==> src/design/rabt_count.sv <==
// sample classing, run detection and saturating tallies
`timescale 1ns / 1ps

module rabt_count #(
    parameter int COUNT_WIDTH  = 20,
    parameter int SAMPLE_WIDTH = 16
) (
    input  logic                    clk,
    input  logic                    rst_n,
    input  logic                    in_valid,
    input  logic                    in_ready,
    input  logic [SAMPLE_WIDTH-1:0] sample,
    input  logic                    last,
    input  logic [SAMPLE_WIDTH-1:0] threshold,
    output logic                    start,
    output logic [COUNT_WIDTH-1:0]  runs_new,
    output logic [COUNT_WIDTH-1:0]  below_new,
    output logic [COUNT_WIDTH-1:0]  above_new
);

    logic                   prev_class_reg, prev_class_next;
    logic                   first_reg, first_next;
    logic [COUNT_WIDTH-1:0] runs_reg, runs_next;
    logic [COUNT_WIDTH-1:0] below_reg, below_next;
    logic [COUNT_WIDTH-1:0] above_reg, above_next;

    logic take;
    logic below_hit;
    logic above_hit;
    logic cls;

    assign take      = in_valid && in_ready;
    assign start     = take && last;
    assign below_hit = sample < threshold;
    assign above_hit = sample > threshold;

    always_comb
    begin
        cls = prev_class_reg;
        if (below_hit)
        begin
            cls = 1'b0;
        end
        else if (above_hit)
        begin
            cls = 1'b1;
        end

        below_new = below_reg;
        if (below_hit && (below_reg != '1))
        begin
            below_new = below_reg + COUNT_WIDTH'(1);
        end

        above_new = above_reg;
        if (above_hit && (above_reg != '1))
        begin
            above_new = above_reg + COUNT_WIDTH'(1);
        end

        runs_new = runs_reg;
        if ((first_reg || (cls != prev_class_reg)) && (runs_reg != '1))
        begin
            runs_new = runs_reg + COUNT_WIDTH'(1);
        end

        prev_class_next = prev_class_reg;
        first_next      = first_reg;
        runs_next       = runs_reg;
        below_next      = below_reg;
        above_next      = above_reg;
        if (take)
        begin
            if (last)
            begin
                prev_class_next = 1'b0;
                first_next      = 1'b1;
                runs_next       = '0;
                below_next      = '0;
                above_next      = '0;
            end
            else
            begin
                prev_class_next = cls;
                first_next      = 1'b0;
                runs_next       = runs_new;
                below_next      = below_new;
                above_next      = above_new;
            end
        end
    end

    always_ff @(posedge clk or negedge rst_n)
    begin
        if (!rst_n)
        begin
            prev_class_reg <= 1'b0;
            first_reg      <= 1'b1;
            runs_reg       <= '0;
            below_reg      <= '0;
            above_reg      <= '0;
        end
        else
        begin
            prev_class_reg <= prev_class_next;
            first_reg      <= first_next;
            runs_reg       <= runs_next;
            below_reg      <= below_next;
            above_reg      <= above_next;
        end
    end

endmodule

==> config.mk <==
export PLATFORM = sky130hd
export DESIGN_NAME = rabt_count
export DESIGN_NICKNAME = d
export VERILOG_FILES = /design/src/design/rabt_count.sv
export SDC_FILE = /design/constraint.sdc
export NUM_CORES = 1
export LEC_CHECK = 0
export BUFFER_PORTS_ARGS = -buffer_cell sky130_fd_sc_hd__buf_2
export CAP_MARGIN = 10
export CORE_UTILIZATION = 55
export DETAILED_ROUTE_END_ITERATION = 12
export PLACE_DENSITY = 0.87
export SLEW_MARGIN = 20
export SYNTH_ARGS = -nofsm -noshare
export SYNTH_HDL_FRONTEND = slang
export SYNTH_SLANG_ARGS = --single-unit
export TNS_END_PERCENT = 50
==> constraint.sdc <==
create_clock -name clk -period 2.6 [get_ports clk]
set_input_delay 0.13 -clock clk [delete_from_list [all_inputs] [get_ports clk]]
set_output_delay 0.13 -clock clk [all_outputs]
set_load 0.01 [all_outputs]
Word-level counts from Yosys, hierarchy flattened
Index checks and enable logic that the tools add are counted.
- add/subtract/negate cells: 3
- eq/ne operators: 4
- muxes and demuxes: 10
- reductions and logical operators: 6
- magnitude comparators: 2
- operators by type and width (kind ; count):
    two-way mux 20 bit ; 6
    adder 20 x 1 -> 20 bit, second input constant ; 3
    inequality test 20 bit, second input constant ; 3
    > comparator 16 bit ; 1
    less-than comparator 16 bit ; 1
    logical AND 1 bit ; 5
    two-way mux 1 bit ; 4
    logical OR 1 bit ; 1
    inequality test 1 bit ; 1
- bits of input ports: 37
- word-level logic and storage cells: 30
- output and inout bits: 61
- register bits: 62

Logic depth before layout (Yosys ltp)
Gate-level depths: netlist of run 1.
- depth after elaboration: 8
- gate-level depth with buffers: 11
- gate-level depth less buffers: 9

Least setup slack after synthesis of run 1
No wires, ideal clock.
- kind: input to output
- from: input port threshold[15]
- to: output port runs_new[10]
- data arrival time: 2225 ps
- required time: 2470 ps
- path slack: 245 ps
- cell stages on the path: 10
- path through: inv_1 > ha_1 > nand4_2 > nor3_1 > a2111oi_4 > a41o_1 > o21ai_2 > buf_4 > nor3_1 > xor2_1
- longest elaborated chain between the ends: 7
- RTL lines (item ; line ; RTL):
    from (decl) ; 14 ; input logic [SAMPLE_WIDTH-1:0] threshold,
    > comparator 16 bit ; 35 ; assign above_hit = sample > threshold;
    two-way mux 1 bit ; 44 ; else if (above_hit)
    two-way mux 1 bit (*) ; 40 ; if (below_hit)
    inequality test 1 bit (*) ; 62 ; if ((first_reg || (cls != prev_class_reg)) && (runs_reg != '1))
    logical OR 1 bit (*) ; 62 ;
    logical AND 1 bit (*) ; 62 ;
    two-way mux 20 bit (*) ; 62 ;
    to (decl) ; 16 ; output logic [COUNT_WIDTH-1:0] runs_new,
Every way passes the cells marked *; elsewhere a longest branch is shown, timed or not.

Final worst setup path of run 1
- from: register above_reg[12]
- to: output port above_new[3]
- longest elaborated chain between the ends: 3
- RTL lines (item ; line ; RTL):
    from (decl) ; 25 ; logic [COUNT_WIDTH-1:0] above_reg, above_next;
    from (signal assigned) ; 109 ; above_reg <= above_next;
    inequality test 20 bit ; 56 ; if (above_hit && (above_reg != '1))
    logical AND 1 bit ; 56 ;
    two-way mux 20 bit ; 56 ;
    to (decl) ; 18 ; output logic [COUNT_WIDTH-1:0] above_new
No other way between the ends.

==> results of run 1 <==
logic make-up after synthesis:
logic type / share of synthesized area (%)
simple gates: 25.2
compound gates: 22.1
buf+inv: 6.37
flops: 31.3
xor+xnor: 9.90
fa+ha+maj: 4.80
mux: 0.227
metal layers:
metal / global-route usage (%) / vias up / routed length (µm)
met5: 0 / - / 0
met4: 16.6 / 0 / 1460
met3: 8.16 / 182 / 2040
met2: 53.1 / 553 / 8690
met1: 38.4 / 2764 / 6490
li1: - / 2469 / -
cell usage in the layout (no fill, tap or decap), types with 9 or more instances in the layout:
cell type / synthesis / routed
sky130_fd_sc_hd__nor2_1: 37 / 27
sky130_fd_sc_hd__ha_1: 19 / 10
sky130_fd_sc_hd__nand4_1: 13 / 13
sky130_fd_sc_hd__and2_1: 12 / 9
sky130_fd_sc_hd__nor4_1: 11 / 10
sky130_fd_sc_hd__nand3_1: 27 / 24
sky130_fd_sc_hd__dfrtp_2: 0 / 19
sky130_fd_sc_hd__buf_4: 3 / 68
sky130_fd_sc_hd__inv_1: 35 / 29
sky130_fd_sc_hd__a21oi_1: 18 / 15
sky130_fd_sc_hd__o311ai_1: 9 / 9
sky130_fd_sc_hd__or4_1: 9 / 9
sky130_fd_sc_hd__ha_4: 0 / 9
sky130_fd_sc_hd__xor2_1: 10 / 10
sky130_fd_sc_hd__nand2_1: 72 / 67
sky130_fd_sc_hd__dfrtp_1: 61 / 42
sky130_fd_sc_hd__nor3_1: 13 / 9
sky130_fd_sc_hd__o31ai_1: 25 / 25
sky130_fd_sc_hd__o21ai_0: 26 / 26
sky130_fd_sc_hd__buf_6: 2 / 11
sky130_fd_sc_hd__clkbuf_8: 0 / 14
sky130_fd_sc_hd__xnor2_1: 46 / 40
sky130_fd_sc_hd__buf_2: 11 / 90
sky130_fd_sc_hd__a31oi_1: 12 / 12
worst max-delay path, delay by kind of cell, from the launching register on:
| kind | cells | cell delay, ns |
|---|---|---|
| flip-flops | 1 | 0.44 |
| buffers and inverters | 4 | 0.52 |
| AND/OR/NAND/NOR | 5 | 1.14 |
| XOR/XNOR | 1 | 0.12 |
layout make-up:
type / count / area (µm²) / share of cell area, %
clock buffer: 14 / 193 / 2.85
timing repair buffer: 177 / 1210 / 17.9
multi-input combinational: 456 / 3500 / 51.8
clock inverter: 2 / 12.5 / 0.185
inverter: 35 / 136 / 2.02
sequential: 62 / 1580 / 23.3
tap: 108 / 135 / 2.00
power groups by stage:
| stage | Clock (mW) | Sequential [mW] | Combinational [mW] |
|---|---|---|---|
| floorplan | 0 | 1.08 | 0.374 |
| global placement | 0 | 1.10 | 0.584 |
| detailed placement | 0 | 1.10 | 0.609 |
| CTS | 0.876 | 1.08 | 0.651 |
| global route | 0.929 | 1.10 | 0.879 |
| finish | 0.899 | 1.10 | 0.828 |
through the flow:
step / power (mW) / setup slack, ns / setup TNS, ns / hold slack, ns
2_1_floorplan: 1.46 / 0.245 / 0 / -0.166
3_3_place_gp: 1.68 / -0.136 / -0.786 / 0.260
3_5_place_dp: 1.71 / -0.195 / -3.41 / 0.278
4_1_cts: 2.61 / 0.00101 / 0 / 0.294
5_1_grt: 2.91 / -0.197 / -3.13 / 0.367
6_report: 2.82 / -0.106 / -0.419 / 0.361
worst paths after layout:
path                          startpoint       endpoint  slack, ns  cells past startpoint
min in group asynchronous          rst_n   above_reg[4]       0.44                      2
min reg2reg                 below_reg[6]   below_reg[6]       0.54                      1
max in group asynchronous          rst_n      first_reg       1.33                      3
min                             in_ready  below_reg[19]       0.36                      4
max reg2reg                  runs_reg[6]   runs_reg[15]       0.31                      9
max                        above_reg[12]   above_new[3]      -0.11                     10
what timing repair did:
item / in CTS / in global routing
buffers inserted: 7 / 35
gates cloned: 0 / 1
endpoints found under the hold margin: 33 / 0
hold buffers: 1 / 0
pin swaps: 13 / 35
resized for setup: 29 / 95
endpoints found under the setup margin: 50 / 56
==> results.json, run 1 <==
{
  "dr_total_vias": 5968,
  "critPathMaxFanout": 7,
  "synth-edff-count": 0,
  "floorplan.io_pins": 98,
  "cp.arrival_ns": 2.58,
  "start_util_pct": 56.8,
  "grt_pass1_wl_um": 24800,
  "count_of_buffers_inserted_at_the_top_level_ports": 97,
  "number_of_buffers_on_the_longest_clock_path": 2,
  "post_synth_inst_count": 590,
  "cp_data_required_time_ns": 2.47,
  "fin_nets": 797,
  "clk_latency_ns": 0.36,
  "htree_num_levels": 3,
  "syn-cell-area_um2": 4950,
  "synth-async-reset-ratio_pct": 100,
  "final_design_area_no_fill_um2": 6760,
  "drt_pass1_iterations": 7,
  "antenna_found_initial": 0,
  "vdd_drop_max_uv": 335,
  "maxSlewHeadroom_pct": 40.4,
  "final_hold_viol_count": 0,
  "final_layout_size_suffix_gt1_share_pct": 39.7,
  "finalMaxSlewViolations": 0,
  "post_drt_wl_per_cell_um": 21.9,
  "failing_checks": "negative setup slack",
  "filler_cell_count": 506,
  "die_h_um": 96.9,
  "die_w_um": 96.9,
  "detail_route.iter0.violations": 714,
  "yosysWarnings": 0,
  "numCtsBuffers": 9,
  "switchingPower_mw": 0.964,
  "skew_ns": 0.0147,
  "postPlaceCellArea_um2": 5680,
  "timing.fmax_mhz": 370,
  "clock-root-buffer": "sky130_fd_sc_hd__clkbuf_8",
  "critPathMostFrequentCell": "sky130_fd_sc_hd__buf_4",
  "cp-end-kind": "output port",
  "via_count_of_the_first_global_routing_pass": 5358,
  "grt_setup_unrepaired": "true",
  "period_minus_slack_ns": 2.71,
  "antenna_left": 0,
  "timing.final.crit_share_pct": 104,
  "synthTopCellsByCount": "sky130_fd_sc_hd__nand2_1 (72), sky130_fd_sc_hd__dfrtp_1 (61), sky130_fd_sc_hd__xnor2_1 (46)",
  "dieArea_um2": 9390,
  "setup_viol": 11,
  "placementRows": 34,
  "synth_sequential_area_ratio_pct": 31.3,
  "outcome": "finished with violations",
  "area_delta_synth_final_pct": 36.5,
  "avgViaCountPerCell": 6.99,
  "switching_share_pct": 34.1,
  "p_per_area_nw_per_um2": 418,
  "leakagePower_nw": 3.04,
  "synth_top_area_cell": "sky130_fd_sc_hd__dfrtp_1",
  "placer_s_final_routability_congestion_estimate": 0.860,
  "share_seq_of_total_power_pct": 38.9,
  "synth.distinct_cells": 64,
  "startpoint_type": "flip-flop",
  "timing.critical_path.slowest_stage_cell": "sky130_fd_sc_hd__dfrtp_2",
  "synth.avg_cell_area_um2": 8.40,
  "remaining_drc_errors": 0,
  "maxCapViolCount": 0,
  "dp.cells": 794,
  "grt_overflow_total": 0,
  "floorplan.core_area_um2": 8720,
  "synth_largest_type_area_fraction_pct": 30.8,
  "hold_path.class": "in -> reg",
  "synth.most_common_cell": "sky130_fd_sc_hd__nand2_1",
  "clock_power_share_pct": 31.8,
  "synthesis.nets": 646,
  "layout.cells.non_filler": 854,
  "final_util_pct": 77.5,
  "cts.clk_slew.worst_paths_ns": 0.08,
  "ys_ff_latch": 62,
  "final_routed_wirelength_across_all_metal_layers_um": 18700,
  "synth.top_cells.by_area": "sky130_fd_sc_hd__dfrtp_1 (31%), sky130_fd_sc_hd__xnor2_1 (8.1%), sky130_fd_sc_hd__nand2_1 (5.5%)",
  "primary_flip_flop_cell_chosen_by_synthesis_mapping": "sky130_fd_sc_hd__dfrtp_1",
  "fin_worst_setup_slack_ns": -0.106,
  "p_comb_share_pct": 29.3,
  "cell_internal_pwr_mw": 1.86,
  "crit_type": "reg -> out",
  "worst_pin_slew_ns": 0.894,
  "antenna-diode-count": 0,
  "ordered_cell_list_for_the_critical_path": "nand4_1 -> nor2_2 -> nand4_4 -> and4_4 -> and2_4 -> buf_12 -> buf_4 -> buf_4 -> xnor2_1 -> buf_2",
  "grt_use_total_pct": 32.1,
  "cts.sink_count": 62,
  "crit_path_max_incr_delay_ns": 0.44,
  "dp.final_hpwl_um": 9850,
  "cts_tree": "done",
  "grt_start_max_net_pins": 46
}
Note: power is estimated with default switching activity, not from simulation.
==> run 2, diff against run 1 <==
--- a/config.mk
+++ b/config.mk
@@ -5,6 +5,7 @@
 export SDC_FILE = /design/constraint.sdc
 export NUM_CORES = 1
 export LEC_CHECK = 0
+export ABC_AREA = 1
 export BUFFER_PORTS_ARGS = -buffer_cell sky130_fd_sc_hd__buf_2
 export CAP_MARGIN = 10
 export CORE_UTILIZATION = 55
==> results.json, run 2 <==
{
  "outcome": "complete, no violations",
  "cts_tree": "done",
  "fin_tns_setup_ns": 0,
  "cp_num_buf_inv": 3,
  "p_comb_share_pct": 28.1,
  "final_common_cell": "sky130_fd_sc_hd__nand2_1",
  "cts.sink_count": 62,
  "switchingPower_mw": 1.02,
  "synth.top_cells.by_area": "sky130_fd_sc_hd__dfrtp_1 (31%), sky130_fd_sc_hd__nand2_1 (18%), sky130_fd_sc_hd__inv_1 (9.5%)",
  "regToRegEndpoint": "below_reg[16]",
  "dieArea_um2": 9320,
  "antenna-diode-count": 0,
  "critPathMaxFanout": 6,
  "ff2ff_path_depth": 9,
  "final_hold_viol_count": 0,
  "grtUsageMet2_pct": 47.4,
  "maxCapViolCount": 0,
  "ys_ff_latch": 62,
  "timing.critical_path.from": "below_reg[0]",
  "switching_share_pct": 34.8,
  "start_util_pct": 56.6,
  "floorplan.core_area_um2": 8680,
  "startpoint_type": "flip-flop",
  "setup_viol": 0,
  "ordered_cell_list_for_the_critical_path": "ha_1 -> nand3_1 -> nor4_4 -> buf_4 -> nand2_1 -> nor3_1 -> nand2_1 -> xor2_1 -> inv_1 -> buf_2",
  "worst_pin_slew_ns": 0.703,
  "antenna_left": 0,
  "syn-cell-area_um2": 4910,
  "clock_power_share_pct": 32.2,
  "filler_cell_count": 757,
  "number_of_buffers_on_the_longest_clock_path": 2,
  "share_seq_of_total_power_pct": 39.7,
  "leakagePower_nw": 3.20,
  "placer_s_final_routability_congestion_estimate": 0.934,
  "fin_nets": 898,
  "grt_use_total_pct": 28.1,
  "synth.avg_cell_area_um2": 6.61,
  "synth.distinct_cells": 37,
  "p_per_area_nw_per_um2": 504,
  "clk_latency_ns": 0.35,
  "primary_flip_flop_cell_chosen_by_synthesis_mapping": "sky130_fd_sc_hd__dfrtp_1",
  "cp_data_required_time_ns": 2.47,
  "cp-end-kind": "output port",
  "detail_route.iter0.violations": 263,
  "timing.final.crit_share_pct": 95.0,
  "remaining_drc_errors": 0,
  "die_h_um": 96.5,
  "final_layout_size_suffix_gt1_share_pct": 18.5,
  "cell_internal_pwr_mw": 1.92,
  "synth_sequential_area_ratio_pct": 31.6,
  "grt_overflow_total": 0,
  "post_synth_inst_count": 743,
  "grt_start_max_net_pins": 43,
  "hold_path.class": "in -> async",
  "vdd_drop_max_uv": 418,
  "final_design_area_no_fill_um2": 5820,
  "antenna_found_initial": 0,
  "timing.fmax_mhz": 405,
  "critPathMostFrequentCell": "sky130_fd_sc_hd__nand2_1",
  "numCtsBuffers": 9,
  "finalMaxSlewViolations": 0,
  "grt_use_met1_pct": 36.2,
  "grt_setup_unrepaired": "true",
  "count_of_buffers_inserted_at_the_top_level_ports": 97,
  "synthTopCellsByCount": "sky130_fd_sc_hd__nand2_1 (233), sky130_fd_sc_hd__inv_1 (125), sky130_fd_sc_hd__dfrtp_1 (61)",
  "drt_pass1_iterations": 5,
  "clock-root-buffer": "sky130_fd_sc_hd__clkbuf_8",
  "avgViaCountPerCell": 5.32,
  "synth-edff-count": 0,
  "synth_top_area_cell": "sky130_fd_sc_hd__dfrtp_1",
  "synth-async-reset-ratio_pct": 100,
  "via_count_of_the_first_global_routing_pass": 4561,
  "dp.final_hpwl_um": 8940,
  "rr_startpoint": "below_reg[0]",
  "floorplan.io_pins": 98,
  "htree_num_levels": 3,
  "final_cell_mix": "sky130_fd_sc_hd__nand2_1 (233), sky130_fd_sc_hd__inv_1 (124), sky130_fd_sc_hd__buf_2 (97)",
  "dr_total_vias": 5082,
  "skew_ns": 0.0111,
  "post_drt_wl_per_cell_um": 12.9,
  "postPlaceCellArea_um2": 5460,
  "r2r_slack_ns": 0.57,
  "synth_largest_type_area_fraction_pct": 31.1,
  "grt-busiest-layer": "met2",
  "crit_type": "reg -> out",
  "yosysWarnings": 0,
  "final_routed_wirelength_across_all_metal_layers_um": 12300,
  "maxSlewHeadroom_pct": 53.1,
  "period_minus_slack_ns": 2.47,
  "crit_path_max_incr_delay_ns": 0.43,
  "die_w_um": 96.5,
  "area_delta_synth_final_pct": 18.5,
  "cp.arrival_ns": 2.34,
  "cts.clk_slew.worst_paths_ns": 0.08,
  "timing.critical_path.slowest_stage_cell": "sky130_fd_sc_hd__dfrtp_2",
  "final_util_pct": 67.1,
  "synth.most_common_cell": "sky130_fd_sc_hd__nand2_1",
  "hold_ws_ns": 0.178,
  "total_power_mw": 2.94,
  "cp_top_family": "simple AND/OR/NAND/NOR gates",
  "synthesis.nets": 799,
  "grt_pass1_wl_um": 20500,
  "groute.layer.met3.usage_pct": 4.38,
  "placementRows": 34
}
-- run 2: cell types whose count changed after synthesis, moves of 22 or more --
cell | previous run | this run
sky130_fd_sc_hd__o21ai_1 | 9 | 40
sky130_fd_sc_hd__xnor2_1 | 46 | 7
sky130_fd_sc_hd__o31ai_1 | 25 | 0
sky130_fd_sc_hd__inv_1 | 35 | 125
sky130_fd_sc_hd__nand3_1 | 27 | 49
sky130_fd_sc_hd__xor2_1 | 10 | 32
sky130_fd_sc_hd__nand2_1 | 72 | 233
-- run 2: area by class of cell --
cell class	count	area, µm²	share of cell area, %
clock buffer	14	183	3.14
inverter	129	494	8.49
clock inverter	2	37.5	0.644
tap	108	135	2.32
multi-input combinational	529	2830	48.5
sequential	62	1550	26.7
timing repair buffer	111	593	10.2
-- run 2: metal layers --
layer,wire length (µm),part of all wire [%]
met1,5470,44
met4,275,2.2
met2,5890,48
met3,692,5.6
met5,0,0
-- run 2: worst max path at each step --
stage                                to  slack, ns  cells past startpoint
after floorplan           below_new[16]       0.77                     10
after global placement     runs_new[12]       0.25                     15
after detailed placement   runs_new[12]       0.12                     15
after CTS                 above_new[17]       0.04                     13
after global routing       runs_new[12]      -0.07                     12
final                     below_new[16]       0.13                     10
-- run 2: worst reg2reg max path: cells and delay by family (launching register included) --
family	cells	cell delay [ns]
AND/OR/NAND/NOR	5	0.75
flip-flops	1	0.43
XOR/XNOR	1	0.23
adder cells (fa/ha/maj)	1	0.20
buffers and inverters	1	0.17
AO/OA/AOI/OAI	1	0.11
-- run 2: what timing repair did --
action	in CTS	in global routing
hold endpoints to repair	10	0
hold buffers	1	0
setup endpoints to repair	2	39
gates resized for setup	2	22
pin swaps	0	2
buffers inserted	0	4
-- run 2: power groups by stage --
| stage | logic (mW) | registers [mW] | clock network [mW] |
|---|---|---|---|
| 2_1_floorplan | 0.560 | 1.14 | 0 |
| 6_report | 0.826 | 1.17 | 0.945 |
| 3_5_place_dp | 0.778 | 1.17 | 0 |
| 4_1_cts | 0.788 | 1.16 | 0.954 |
| 3_3_place_gp | 0.755 | 1.17 | 0 |
| 5_1_grt | 0.924 | 1.18 | 0.995 |
-- run 2: cell families (layout without fill, tap and decap cells) --
| logic type | count (synthesis) | count (layout) | share of synthesized area (%) |
|---|---|---|---|
| AOI/OAI and AO/OA | 79 | 79 | 8.79 |
| and+or+nand+nor | 391 | 391 | 34.9 |
| adders and majority gates | 19 | 19 | 4.84 |
| DFF | 62 | 62 | 31.6 |
| xor gates and xnor gates | 39 | 39 | 6.95 |
| buffers and inverters | 152 | 256 | 12.7 |
| muxes | 1 | 1 | 0.204 |
-- run 2: per-stage QoR --
stage          std cells  worst slack (ns)
6_report             955             0.130
5_1_grt              955           -0.0659
4_1_cts              951            0.0417
3_5_place_dp         934             0.118
3_3_place_gp         934             0.248
2_1_floorplan        743             0.769
